--- config.mk ---
export PLATFORM = sky130hd
export DESIGN_NAME = avoidance_progress_monitor
export DESIGN_NICKNAME = d
export VERILOG_FILES = /design/src/rtl/core/apm_pkg.sv /design/src/rtl/core/apm_cfg_regs.sv /design/src/rtl/core/apm_step.sv /design/src/rtl/core/avoidance_progress_monitor.sv
export SDC_FILE = /design/constraint.sdc
export NUM_CORES = 2
export LEC_CHECK = 0
export ABC_AREA = 1
export BUFFER_PORTS_ARGS = -buffer_cell sky130_fd_sc_hd__buf_2
export CORE_MARGIN = 2
export CORE_UTILIZATION = 25
export CTS_BUF_LIST = sky130_fd_sc_hd__clkbuf_8
export DETAILED_ROUTE_END_ITERATION = 7
export PLACE_DENSITY_LB_ADDON = 0.05
export RECOVER_POWER = 25
export SETUP_SLACK_MARGIN = 0.4
export SKIP_LAST_GASP = 1
export SLEW_MARGIN = 20
export SYNTH_ARGS = -nofsm -noshare
export SYNTH_HDL_FRONTEND = slang
export SYNTH_HIERARCHICAL = 1
export SYNTH_SLANG_ARGS = --single-unit
--- constraint.sdc ---
create_clock -name aclk -period 24.4 [get_ports aclk]
set_clock_uncertainty 0.05 [all_clocks]
set_input_delay 1.22 -clock aclk [delete_from_list [all_inputs] [get_ports aclk]]
set_output_delay 1.22 -clock aclk [all_outputs]
set_load 0.02 [all_outputs]
--- src/rtl/core/apm_pkg.sv ---
// Shared types, constants and helpers of the avoidance progress monitor.
`timescale 1ns / 1ps

package apm_pkg;

    // Widths
    localparam int COUNT_BITS = 32;
    localparam int POS_BITS   = 24;
    localparam int DIST_BITS  = 24;
    localparam int ANG_BITS   = 16;
    localparam int CFG_BITS   = 16;
    localparam int FIELD32    = 32;

    // Input word packing, lowest field first
    localparam int IN_POSX_LO  = 0;
    localparam int IN_POSZ_LO  = IN_POSX_LO + POS_BITS;
    localparam int IN_HEAD_LO  = IN_POSZ_LO + POS_BITS;
    localparam int IN_TGT_LO   = IN_HEAD_LO + ANG_BITS;
    localparam int IN_LEFT_LO  = IN_TGT_LO + DIST_BITS;
    localparam int IN_HOLD_LO  = IN_LEFT_LO + 1;
    localparam int IN_OBST_LO  = IN_HOLD_LO + 16;
    localparam int IN_DR_LO    = IN_OBST_LO + 1;
    localparam int IN_BITS     = IN_DR_LO + DIST_BITS;
    localparam int IN_TDATA_W  = ((IN_BITS + 7) / 8) * 8;

    // Result word: 3 flags, hold, five counters, turn total, best distance
    localparam int OUT_BITS    = 3 + 16 + 6 * FIELD32 + DIST_BITS;
    localparam int OUT_TDATA_W = ((OUT_BITS + 7) / 8) * 8;

    // Configuration port
    localparam int ADDR_BITS = 5;
    localparam int APB_BITS  = 32;

    localparam logic [2:0] REG_STUCK_POSE_EPS  = 3'd0;
    localparam logic [2:0] REG_STUCK_PROG_EPS  = 3'd1;
    localparam logic [2:0] REG_BEST_PROG_EPS   = 3'd2;
    localparam logic [2:0] REG_MIN_CONTOUR     = 3'd3;
    localparam logic [2:0] REG_DETOUR_REACHED  = 3'd4;

    localparam logic [CFG_BITS-1:0] RST_STUCK_POSE_EPS = 16'd20;
    localparam logic [CFG_BITS-1:0] RST_STUCK_PROG_EPS = 16'd10;
    localparam logic [CFG_BITS-1:0] RST_BEST_PROG_EPS  = 16'd50;
    localparam logic [CFG_BITS-1:0] RST_MIN_CONTOUR    = 16'd20;
    localparam logic [CFG_BITS-1:0] RST_DETOUR_REACHED = 16'd150;

    typedef enum logic [1:0] {
        CMD_CLEAR  = 2'd0,
        CMD_BEGIN  = 2'd1,
        CMD_ARM    = 2'd2,
        CMD_UPDATE = 2'd3
    } cmd_t;

    typedef struct packed {
        logic [CFG_BITS-1:0] stuck_pose_eps;
        logic [CFG_BITS-1:0] stuck_progress_eps;
        logic [CFG_BITS-1:0] best_progress_eps;
        logic [CFG_BITS-1:0] contour_grace;
        logic [CFG_BITS-1:0] detour_reached_mm;
    } cfg_t;

    typedef struct packed {
        cmd_t                  command;
        logic [POS_BITS-1:0]   pos_x;
        logic [POS_BITS-1:0]   pos_z;
        logic [ANG_BITS-1:0]   heading;
        logic [DIST_BITS-1:0]  goal_dist;
        logic                  turn_left;
        logic [15:0]           hold_count;
        logic                  obstacle_present;
        logic [DIST_BITS-1:0]  detour_range;
    } item_t;

    typedef struct packed {
        logic                  active;
        logic                  side_left;
        logic                  detour;
        logic [15:0]           hold;
        logic [POS_BITS-1:0]   last_x;
        logic [POS_BITS-1:0]   last_z;
        logic [DIST_BITS-1:0]  last_target;
        logic [DIST_BITS-1:0]  best_target;
        logic [ANG_BITS-1:0]   last_heading;
        logic [FIELD32-1:0]    turn_accum;
        logic [COUNT_BITS-1:0] contour;
        logic [COUNT_BITS-1:0] stuck;
        logic [COUNT_BITS-1:0] stall;
        logic [COUNT_BITS-1:0] clear;
        logic [COUNT_BITS-1:0] free;
    } state_t;

    localparam state_t STATE_RESET = '{
        active: 1'b0, side_left: 1'b0, detour: 1'b0, hold: '0,
        last_x: '0, last_z: '0, last_target: '0, best_target: '0,
        last_heading: '0, turn_accum: '0,
        contour: '0, stuck: '0, stall: '0, clear: '0, free: '0
    };

    // Saturating increment of a step counter
    function automatic logic [COUNT_BITS-1:0] sat_inc(input logic [COUNT_BITS-1:0] v);
        return (&v) ? v : v + 1'b1;
    endfunction

endpackage

--- src/rtl/core/apm_cfg_regs.sv ---
// Configuration register file behind the APB-style port.
`timescale 1ns / 1ps

module apm_cfg_regs
    import apm_pkg::*;
(
    input  logic                 aclk,
    input  logic                 aresetn,
    input  logic                 psel,
    input  logic                 penable,
    input  logic                 pwrite,
    input  logic [ADDR_BITS-1:0] paddr,
    input  logic [APB_BITS-1:0]  pwdata,
    output logic [APB_BITS-1:0]  prdata,
    output logic                 pready,
    output cfg_t                 cfg
);

    cfg_t       cfg_reg;
    logic       wr_en;
    logic [2:0] idx;

    assign pready = 1'b1;
    assign wr_en  = psel && penable && pwrite;
    assign idx    = paddr[ADDR_BITS-1:2];
    assign cfg    = cfg_reg;

    // Register writes; addresses past the list are ignored
    always_ff @(posedge aclk) begin
        if (!aresetn) begin
            cfg_reg.stuck_pose_eps     <= RST_STUCK_POSE_EPS;
            cfg_reg.stuck_progress_eps <= RST_STUCK_PROG_EPS;
            cfg_reg.best_progress_eps  <= RST_BEST_PROG_EPS;
            cfg_reg.contour_grace      <= RST_MIN_CONTOUR;
            cfg_reg.detour_reached_mm  <= RST_DETOUR_REACHED;
        end else if (wr_en) begin
            unique case (idx)
                REG_STUCK_POSE_EPS: cfg_reg.stuck_pose_eps     <= pwdata[CFG_BITS-1:0];
                REG_STUCK_PROG_EPS: cfg_reg.stuck_progress_eps <= pwdata[CFG_BITS-1:0];
                REG_BEST_PROG_EPS:  cfg_reg.best_progress_eps  <= pwdata[CFG_BITS-1:0];
                REG_MIN_CONTOUR:    cfg_reg.contour_grace      <= pwdata[CFG_BITS-1:0];
                REG_DETOUR_REACHED: cfg_reg.detour_reached_mm  <= pwdata[CFG_BITS-1:0];
                default: ;
            endcase
        end
    end

    // Read mux
    always_comb begin
        prdata = '0;
        unique case (idx)
            REG_STUCK_POSE_EPS: prdata = {{(APB_BITS-CFG_BITS){1'b0}}, cfg_reg.stuck_pose_eps};
            REG_STUCK_PROG_EPS: prdata = {{(APB_BITS-CFG_BITS){1'b0}}, cfg_reg.stuck_progress_eps};
            REG_BEST_PROG_EPS:  prdata = {{(APB_BITS-CFG_BITS){1'b0}}, cfg_reg.best_progress_eps};
            REG_MIN_CONTOUR:    prdata = {{(APB_BITS-CFG_BITS){1'b0}}, cfg_reg.contour_grace};
            REG_DETOUR_REACHED: prdata = {{(APB_BITS-CFG_BITS){1'b0}}, cfg_reg.detour_reached_mm};
            default:            prdata = '0;
        endcase
    end

endmodule

--- src/rtl/core/apm_step.sv ---
// Next-state logic for one command word: clear, begin, arm detour or update.
`timescale 1ns / 1ps

module apm_step
    import apm_pkg::*;
(
    input  item_t  item,
    input  state_t cur,
    input  cfg_t   cfg,
    output state_t nxt
);

    localparam int DW = POS_BITS + 1;

    logic signed [DW-1:0]      dx, dz;
    logic [DW-1:0]             ax, az;
    logic [DW-1:0]             eps_w;
    logic [31:0]               sq_x, sq_z, eps_sq;
    logic [32:0]               sq_sum;
    logic                      unmoved, no_progress, stuck, new_best, reached;
    logic [ANG_BITS-1:0]       d_head;
    logic [ANG_BITS:0]         mag;
    logic [FIELD32:0]          acc_sum;
    logic [DIST_BITS:0]        tgt_plus_prog, tgt_plus_best;
    logic [COUNT_BITS-1:0]     contour_n, clear_1;
    logic [FIELD32-1:0]        contour_w, min_w;

    // Displacement since last sample, one bit wider than a position
    always_comb begin
        dx = $signed({item.pos_x[POS_BITS-1], item.pos_x})
           - $signed({cur.last_x[POS_BITS-1], cur.last_x});
        dz = $signed({item.pos_z[POS_BITS-1], item.pos_z})
           - $signed({cur.last_z[POS_BITS-1], cur.last_z});
        ax = dx[DW-1] ? DW'(-dx) : DW'(dx);
        az = dz[DW-1] ? DW'(-dz) : DW'(dz);
    end

    // Stuck test: squares only matter while both axes sit below eps
    always_comb begin
        eps_w   = {{(DW-CFG_BITS){1'b0}}, cfg.stuck_pose_eps};
        sq_x    = {16'd0, ax[15:0]} * {16'd0, ax[15:0]};
        sq_z    = {16'd0, az[15:0]} * {16'd0, az[15:0]};
        eps_sq  = {16'd0, cfg.stuck_pose_eps} * {16'd0, cfg.stuck_pose_eps};
        sq_sum  = {1'b0, sq_x} + {1'b0, sq_z};
        unmoved = (ax < eps_w) && (az < eps_w) && (sq_sum < {1'b0, eps_sq});
        // last - tgt < eps  <=>  last < tgt + eps
        tgt_plus_prog = {1'b0, item.goal_dist}
                      + {{(DIST_BITS+1-CFG_BITS){1'b0}}, cfg.stuck_progress_eps};
        no_progress   = {1'b0, cur.last_target} < tgt_plus_prog;
        stuck         = unmoved && no_progress;
    end

    // Wrapped heading magnitude and saturating accumulation
    always_comb begin
        d_head  = item.heading - cur.last_heading;
        mag     = d_head[ANG_BITS-1] ? (17'h10000 - {1'b0, d_head}) : {1'b0, d_head};
        acc_sum = {1'b0, cur.turn_accum} + {{(FIELD32-ANG_BITS){1'b0}}, mag};
    end

    // Best distance and detour tests
    always_comb begin
        tgt_plus_best = {1'b0, item.goal_dist}
                      + {{(DIST_BITS+1-CFG_BITS){1'b0}}, cfg.best_progress_eps};
        new_best  = tgt_plus_best < {1'b0, cur.best_target};
        reached   = cur.detour && (item.detour_range
                  < {{(DIST_BITS-CFG_BITS){1'b0}}, cfg.detour_reached_mm});
        contour_n = sat_inc(cur.contour);
        contour_w = FIELD32'(contour_n);
        min_w     = {{(FIELD32-CFG_BITS){1'b0}}, cfg.contour_grace};
        clear_1   = item.obstacle_present ? '0 : sat_inc(cur.clear);
    end

    // Command decode
    always_comb begin
        nxt = cur;
        unique case (item.command)
            CMD_CLEAR: begin
                nxt        = STATE_RESET;
                nxt.last_x = item.pos_x;
                nxt.last_z = item.pos_z;
            end
            CMD_BEGIN: begin
                nxt.active       = 1'b1;
                nxt.side_left    = !item.turn_left;
                nxt.hold         = item.hold_count;
                nxt.last_x       = item.pos_x;
                nxt.last_z       = item.pos_z;
                nxt.last_target  = item.goal_dist;
                nxt.best_target  = item.goal_dist;
                nxt.last_heading = item.heading;
                nxt.turn_accum   = '0;
                nxt.contour      = '0;
                nxt.stuck        = '0;
                nxt.stall        = '0;
                nxt.clear        = '0;
                nxt.free         = '0;
            end
            CMD_ARM: begin
                nxt.detour = 1'b1;
            end
            CMD_UPDATE: begin
                nxt.contour      = contour_n;
                nxt.hold         = (cur.hold != '0) ? cur.hold - 1'b1 : cur.hold;
                nxt.turn_accum   = acc_sum[FIELD32] ? '1 : acc_sum[FIELD32-1:0];
                nxt.last_heading = item.heading;
                nxt.stuck        = stuck ? sat_inc(cur.stuck) : '0;
                nxt.last_x       = item.pos_x;
                nxt.last_z       = item.pos_z;
                nxt.last_target  = item.goal_dist;
                if (new_best) begin
                    nxt.best_target = item.goal_dist;
                    nxt.stall       = '0;
                end else if (contour_w > min_w) begin
                    nxt.stall = sat_inc(cur.stall);
                end
                nxt.free   = item.obstacle_present ? '0 : sat_inc(cur.free);
                nxt.clear  = reached ? sat_inc(clear_1) : clear_1;
                if (reached) begin
                    nxt.detour = 1'b0;
                end
            end
            default: nxt = cur;
        endcase
    end

endmodule

--- src/rtl/core/avoidance_progress_monitor.sv ---
// Top level of the avoidance progress monitor: input register, episode state, handshakes.
//
//   channel  | direction | handshake               | contents
//   ---------+-----------+-------------------------+-------------------------------
//   s_       | in        | s_tvalid / s_tready     | command in tuser, sample in tdata
//   m_       | out       | m_tvalid / m_tready     | episode state after each command
//   APB      | in/out    | psel, penable, pready   | five 16-bit thresholds at 4*i
//
// One word per cycle sustained while m_tready stays high; a word passes the input
// register, then one pass of the step logic into the state register.
// The state register is the result register, so it only advances when the
// previous result has gone or is leaving. Reset (synchronous, active low)
// clears the state, empties both stages and restores the threshold defaults.
// A stall on m_ holds one word in the input register before s_tready drops.
`timescale 1ns / 1ps

module avoidance_progress_monitor
    import apm_pkg::*;
(
    input  logic                   aclk,
    input  logic                   aresetn,
    // Input stream
    input  logic                   s_tvalid,
    output logic                   s_tready,
    // tdata, from bit 0: pos_x, pos_z, heading, goal distance, turn_left,
    // hold_count, obstacle_present, detour_range, zero pad
    input  logic [IN_TDATA_W-1:0]  s_tdata,
    // tuser: command
    input  logic [1:0]             s_tuser,
    // Result stream
    output logic                   m_tvalid,
    input  logic                   m_tready,
    // tdata, from bit 0: episode_active, obstacle_on_left, detour_armed,
    // hold_left, contour_count, stuck_count, stall_count, clear_count,
    // free_count, turn_total, best_distance, zero pad
    output logic [OUT_TDATA_W-1:0] m_tdata,
    // Configuration port
    input  logic                   psel,
    input  logic                   penable,
    input  logic                   pwrite,
    input  logic [ADDR_BITS-1:0]   paddr,
    input  logic [APB_BITS-1:0]    pwdata,
    output logic [APB_BITS-1:0]    prdata,
    output logic                   pready
);

    cfg_t   cfg;
    item_t  in_item_reg;
    logic   in_valid_reg;
    logic   out_valid_reg;
    state_t state_reg;
    state_t state_next;
    logic   fire;

    apm_cfg_regs u_cfg (
        .aclk    (aclk),
        .aresetn (aresetn),
        .psel    (psel),
        .penable (penable),
        .pwrite  (pwrite),
        .paddr   (paddr),
        .pwdata  (pwdata),
        .prdata  (prdata),
        .pready  (pready),
        .cfg     (cfg)
    );

    apm_step u_step (
        .item (in_item_reg),
        .cur  (state_reg),
        .cfg  (cfg),
        .nxt  (state_next)
    );

    // Handshake: step fires when a word waits and the result slot frees up
    assign fire     = in_valid_reg && (!out_valid_reg || m_tready);
    assign s_tready = !in_valid_reg || fire;
    assign m_tvalid = out_valid_reg;

    // Input register
    always_ff @(posedge aclk) begin
        if (!aresetn) begin
            in_valid_reg <= 1'b0;
        end else if (s_tready) begin
            in_valid_reg <= s_tvalid;
        end
    end

    always_ff @(posedge aclk) begin
        if (s_tready && s_tvalid) begin
            in_item_reg.command          <= cmd_t'(s_tuser);
            in_item_reg.pos_x            <= s_tdata[IN_POSX_LO +: POS_BITS];
            in_item_reg.pos_z            <= s_tdata[IN_POSZ_LO +: POS_BITS];
            in_item_reg.heading          <= s_tdata[IN_HEAD_LO +: ANG_BITS];
            in_item_reg.goal_dist        <= s_tdata[IN_TGT_LO +: DIST_BITS];
            in_item_reg.turn_left        <= s_tdata[IN_LEFT_LO];
            in_item_reg.hold_count       <= s_tdata[IN_HOLD_LO +: 16];
            in_item_reg.obstacle_present <= s_tdata[IN_OBST_LO];
            in_item_reg.detour_range     <= s_tdata[IN_DR_LO +: DIST_BITS];
        end
    end

    // Episode state, doubling as the result register
    always_ff @(posedge aclk) begin
        if (!aresetn) begin
            state_reg     <= STATE_RESET;
            out_valid_reg <= 1'b0;
        end else begin
            if (fire) begin
                state_reg <= state_next;
            end
            if (fire) begin
                out_valid_reg <= 1'b1;
            end else if (m_tready) begin
                out_valid_reg <= 1'b0;
            end
        end
    end

    // Result word packing
    assign m_tdata = {
        {(OUT_TDATA_W-OUT_BITS){1'b0}},
        state_reg.best_target,
        state_reg.turn_accum,
        FIELD32'(state_reg.free),
        FIELD32'(state_reg.clear),
        FIELD32'(state_reg.stall),
        FIELD32'(state_reg.stuck),
        FIELD32'(state_reg.contour),
        state_reg.hold,
        state_reg.detour,
        state_reg.side_left,
        state_reg.active
    };

endmodule
---- After elaboration in Yosys (flattened, before gate mapping) ----
Cells that the tools add are included.
storage, ports and cells
  input bits .............................. 182
  word-level logic and storage cells ...... 136
  output and inout bits ................... 275
  flip-flop bits (word level) ............. 537
operators by class
  equal/unequal tests ..................... 14
  $add $sub $neg .......................... 17
  $mul .................................... 3
  reductions and logical operators ........ 39
  magnitude comparators ................... 7
  mux-type cells .......................... 25
operators with widths
  cell                                                                   number
  320-bit one-hot mux with 3 select lines                                1
  32-bit 2-to-1 mux                                                      13
  32-bit by 1-bit adder with 32-bit output (second input constant)       6
  32-bit AND reduction                                                   6
  16-bit by 16-bit multiplier with 32-bit output                         3
  16-bit one-hot mux with 5 select lines                                 1
  24-bit by 16-bit adder with 25-bit output                              2
  25-bit by 16-bit < comparator with 1-bit output                        2
  25-bit 2-to-1 mux                                                      2
  25-bit negator                                                         2
  24-bit by 24-bit subtractor with 25-bit output                         2
  32-bit by 17-bit adder with 33-bit output                              1
  32-bit by 32-bit adder with 33-bit output                              1
  33-bit by 32-bit < comparator with 1-bit output                        1
  32-bit by 16-bit greater-than comparator with 1-bit output             1
  24-bit by 25-bit < comparator with 1-bit output                        1
  25-bit by 24-bit < comparator with 1-bit output                        1
  24-bit by 16-bit < comparator with 1-bit output                        1
  24-bit 2-to-1 mux                                                      1
  17-bit 2-to-1 mux                                                      1
  17-bit by 16-bit subtractor with 17-bit output (first input constant)  1
  16-bit 2-to-1 mux                                                      1
  16-bit nonzero test                                                    1
  16-bit by 1-bit subtractor with 16-bit output (second input constant)  1
  other kinds (23)                                                       52

---- Longest topological paths before layout ----
  depth in word-level cells ............... 10
  depth in mapped cells ................... 72
  gate-level depth less buffers ........... 68

---- Hierarchy ----
The synthesis kept the hierarchy.
by module, submodules not included
  module                      area each (µm²)  instances  cells each
  apm_step                    44667.8          1          6900
  avoidance_progress_monitor  20636.0          1          2502
  apm_cfg_regs                4119.0           1          650

---- Worst setup path before layout ----
OpenSTA, ideal clock, no wires.
  path type ............................... register to register
  start ................................... register in_item_reg[106] (netlist name)
  end ..................................... register state_reg, in the netlist m_tdata[75]
  arrival time ............................ 10839 ps
  cell stages (with the launch flop) ...... 60
  path buffers ............................ 3
  data required time ...................... 24286 ps
  period minus slack after synthesis ...... 10953 ps
  setup slack ............................. 13447 ps
  path through ............................ edfxtp_1 inv_1 ha_1 inv_1 fa_1 nand3_1 nand2_1 nand2_1 nand2_1 nand3_1 nand3_1 or2_1 nand2_1 clkbuf_1 a21oi_1 xnor2_1 inv_1 clkbuf_1 (+24 left out) a211oi_1 nand2_1 nand2_1 nand2_1 nand2_1 nand2_1 nor2_1 nand2_1 nor2_1 nand3_1 nor2_4 buf_6 nand3_1 nand2_1 inv_1 nand3_1 nand2_1 nor2_1
RTL lines
  element                 line                               RTL
  start: declaration      avoidance_progress_monitor.sv:48   item_t in_item_reg;
  end signal: assignment  avoidance_progress_monitor.sv:110  state_reg <= state_next;
  end: declaration        avoidance_progress_monitor.sv:51   state_t state_reg;

==> results.py <==
metrics = {
    "outcome": {
        "status": "complete, but fails checks",
        "violations": "capacitance limit, slew limit",
    },
    "sta": {
        "min_period_ps": 14330,
        "period_share": 0.5872,
        "layout_setup_ws_ps": 10070,
        "max_freq_ghz": 0.06980,
        "worst_pin_slew_ps": 8209,
        "finalSetupViolCount": 0,
        "relSlewSlack": -4.473,
        "fin_tns_setup_ps": 0,
        "hold_violations": 0,
        "grt_setup_unrepaired": "false",
        "final_max_slew_viol_count": 377,
    },
    "die": {
        "rows": 193,
        "dieArea_sq_um": 281900,
        "pin_count": 457,
        "die_x_um": 531.0,
        "initial_core_util": 0.2513,
        "die_h_um": 531.0,
        "coreArea_sq_um": 276300,
    },
    "synthesis": {
        "synth_seq_cells": 537,
        "synth_edf_count": 132,
        "avgSynthCellArea_sq_um": 6.906,
        "synth_cell_types": 68,
        "synthFlopType": "dfxtp_1",
        "yosys_warnings": 6,
        "ys_seq_area_frac": 0.1739,
        "postSynth.asyncResetShare": 0,
        "netlist_area_sq_um": 69420,
        "netlist_instances": 10052,
    },
    "worst_hold_path": {
        "min_from": "state_reg[293]$_SDFFE_PN0P_",
        "hold_end": "state_reg[293]$_SDFFE_PN0P_",
        "hold_path_depth": 2,
        "hp-class": "register to register",
    },
    "place": {
        "placement.io_buffers": 410,
        "hpwl_um": 198100,
        "placed_cell_area_sq_um": 72480,
        "dp_slack_ps": 9887,
        "routabilityCongestion": 0.8776,
    },
    "global_routing": {
        "antenna_found_initial": 24,
        "grt_pass1_vias": 62063,
        "grtUsageTotal": 0.1795,
        "gr-usage-met1": 0.2239,
        "met3_usage": 0.03227,
        "gr-total-overflow": 0,
        "met2_usage": 0.3165,
        "grt_max_degree": 184,
        "busiest_layer": "met2",
        "grt_pass1_wl_um": 388600,
    },
    "worst_setup_path": {
        "crit_path_start_kind": "register",
        "critical-path-max-stage-delay_ps": 800,
        "rr_endpoint": "m_tdata[60]$_SDFFE_PN0P_",
        "critPathCaptureType": "register",
        "r2r_cells": 61,
        "r2r_slack_ps": 10070,
        "critPathMaxFanout": 32,
        "arrival_ps": 15090,
        "r2r_start": "in_item_reg[82]$_DFFE_PP_",
        "worstSetupPathType": "register to register",
        "cp_slowest_cell": "nor2_4",
        "cpMostUsedCell": "nand2_1",
        "worst_ep_required_time_ps": 25160,
    },
    "layout": {
        "nNetsFinal": 11324,
        "layout-drive-gt1-share": 0.07440,
        "area_growth_pct": 7.980,
        "largest_reg_flops": 235,
        "postLayoutCellArea_sq_um": 74960,
    },
    "clock_tree": {
        "cts_max_path_buffers": 3,
        "cts_tree": "done",
        "cts_sinks": 537,
        "postCtsSetupRepairBufs": 0,
        "clkTransAtPathRegs_ps": 60,
        "ctsHoldBuffers": 0,
        "numCtsBuffers": 120,
        "clock_latency_ps": 910,
        "cts_max_level": 3,
        "ctsResizeCount": 0,
        "clockRootBuffer": "clkbuf_8",
    },
    "run": {
        "maxCapViolCount": 5,
    },
    "route": {
        "wl_per_cell_um": 18.42,
        "ant_nets": 0,
        "vias_per_cell": 4.453,
        "vias": 61676,
        "routed_wirelength_um": 255100,
        "drcViolationCount": 0,
        "drt_first_pass_iters": 5,
        "drtIter0Drc": 3061,
    },
}
[critical path, delay by kind of cell (launching register included)]
family	cells	cell delay [ps]
adder cells (fa/ha/maj)	12	5470
AND/OR/NAND/NOR	28	3880
AO/OA/AOI/OAI	9	2440
buffers and inverters	10	1700
flip-flops	1	320
XOR/XNOR	2	310
[cell families after synthesis]
group,count (synthesis),share of synthesized area
flops,537,0.1739
buf+inv,2584,0.1677
xor+xnor,306,0.03861
compound gates,1171,0.09273
simple gates,4338,0.2658
other cells,4,0.0002162
fa+ha+maj,1112,0.2611
[per-stage QoR]
step | hold WS [ps] | util | instances
global placement | 411.8 | 0.2624 | 13613
finish | 428.1 | 0.2714 | 13850
floorplan | 399.0 | - | 10071
global route | 348.1 | 0.2713 | 13846
CTS | 321.4 | 0.2716 | 13840
detailed placement | 419.0 | 0.2624 | 13613
[how the worst max path moves through the flow]
stage	from	to	slack (ps)	depth (start not counted)
final	in_item_reg[82]$_DFFE_PP_	m_tdata[60]$_SDFFE_PN0P_	10070	61
after global routing	in_item_reg[106]$_DFFE_PP_	m_tdata[54]$_SDFFE_PN0P_	8710	55
after CTS	in_item_reg[106]$_DFFE_PP_	m_tdata[60]$_SDFFE_PN0P_	9840	55
after detailed placement	in_item_reg[106]$_DFFE_PP_	m_tdata[60]$_SDFFE_PN0P_	9890	55
after global placement	in_item_reg[106]$_DFFE_PP_	m_tdata[75]$_SDFFE_PN0P_	9830	55
after floorplan	in_item_reg[106]$_DFFE_PP_	m_tdata[75]$_SDFFE_PN0P_	13450	59
[synth_stat cells, types with 62 or more instances]
| master | instances | area, sq um |
|---|---|---|
| a21oi_1 | 619 | 3098 |
| nor2_1 | 1044 | 3919 |
| xor2_1 | 244 | 2137 |
| nand4_1 | 117 | 732.0 |
| xnor2_1 | 62 | 543.0 |
| dfxtp_1 | 405 | 8108 |
| ha_1 | 551 | 6894 |
| clkbuf_1 | 130 | 488.0 |
| o21ai_0 | 307 | 1536 |
| nor3_1 | 131 | 655.6 |
| buf_2 | 124 | 620.6 |
| buf_4 | 309 | 2320 |
| nand2_1 | 2072 | 7777 |
| nand3_1 | 799 | 3999 |
| edfxtp_1 | 132 | 3964 |
| inv_1 | 1910 | 7169 |
| fa_1 | 561 | 11230 |
[cell usage in the layout, fill, tap and decap left out, types with 16 or more instances in the layout]
cell type and instances:
nand2_1 2071, o211ai_1 47, clkbuf_1 42, fa_1 561
o21ai_0 307, nor2_4 16, nor2_2 16, conb_1 23
clkinv_1 23, inv_2 16, a21o_1 16, a21oi_1 619
o21bai_1 19, o21ai_1 26, clkinv_2 20, clkbuf_8 134
ha_1 551, nand4_1 117, nor4_1 40, buf_4 79
nand2_2 18, xor2_1 243, inv_1 1943, dfxtp_1 405
xnor2_1 62, edfxtp_1 132, o22ai_1 29, nor2_1 1043
nor3_1 131, nand3_1 799, buf_2 368, or2_2 24
a22o_1 17
[routing by layer]
metal / vias up / routed length [um] / share of wire
li1: 31188 / - / -
met1: 29376 / 112000 / 0.44
met2: 854 / 125200 / 0.49
met3: 236 / 11610 / 0.046
met5: - / 134 / 0.00053
met4: 22 / 6198 / 0.024
[cell type report]
| class | count | area (sq um) |
|---|---|---|
| multi-input combinational | 6950 | 45820 |
| timing repair buffer | 490 | 2608 |
| fill | 31041 | 201300 |
| clock inverter | 93 | 704.4 |
| inverter | 1931 | 7259 |
| sequential | 537 | 12070 |
| tap | 3705 | 4636 |
| antenna | 10 | 25.02 |
| clock buffer | 134 | 1844 |
Power is not shown: default switching activity piles up to over one toggle a cycle in this logic, so the estimate is an artifact.
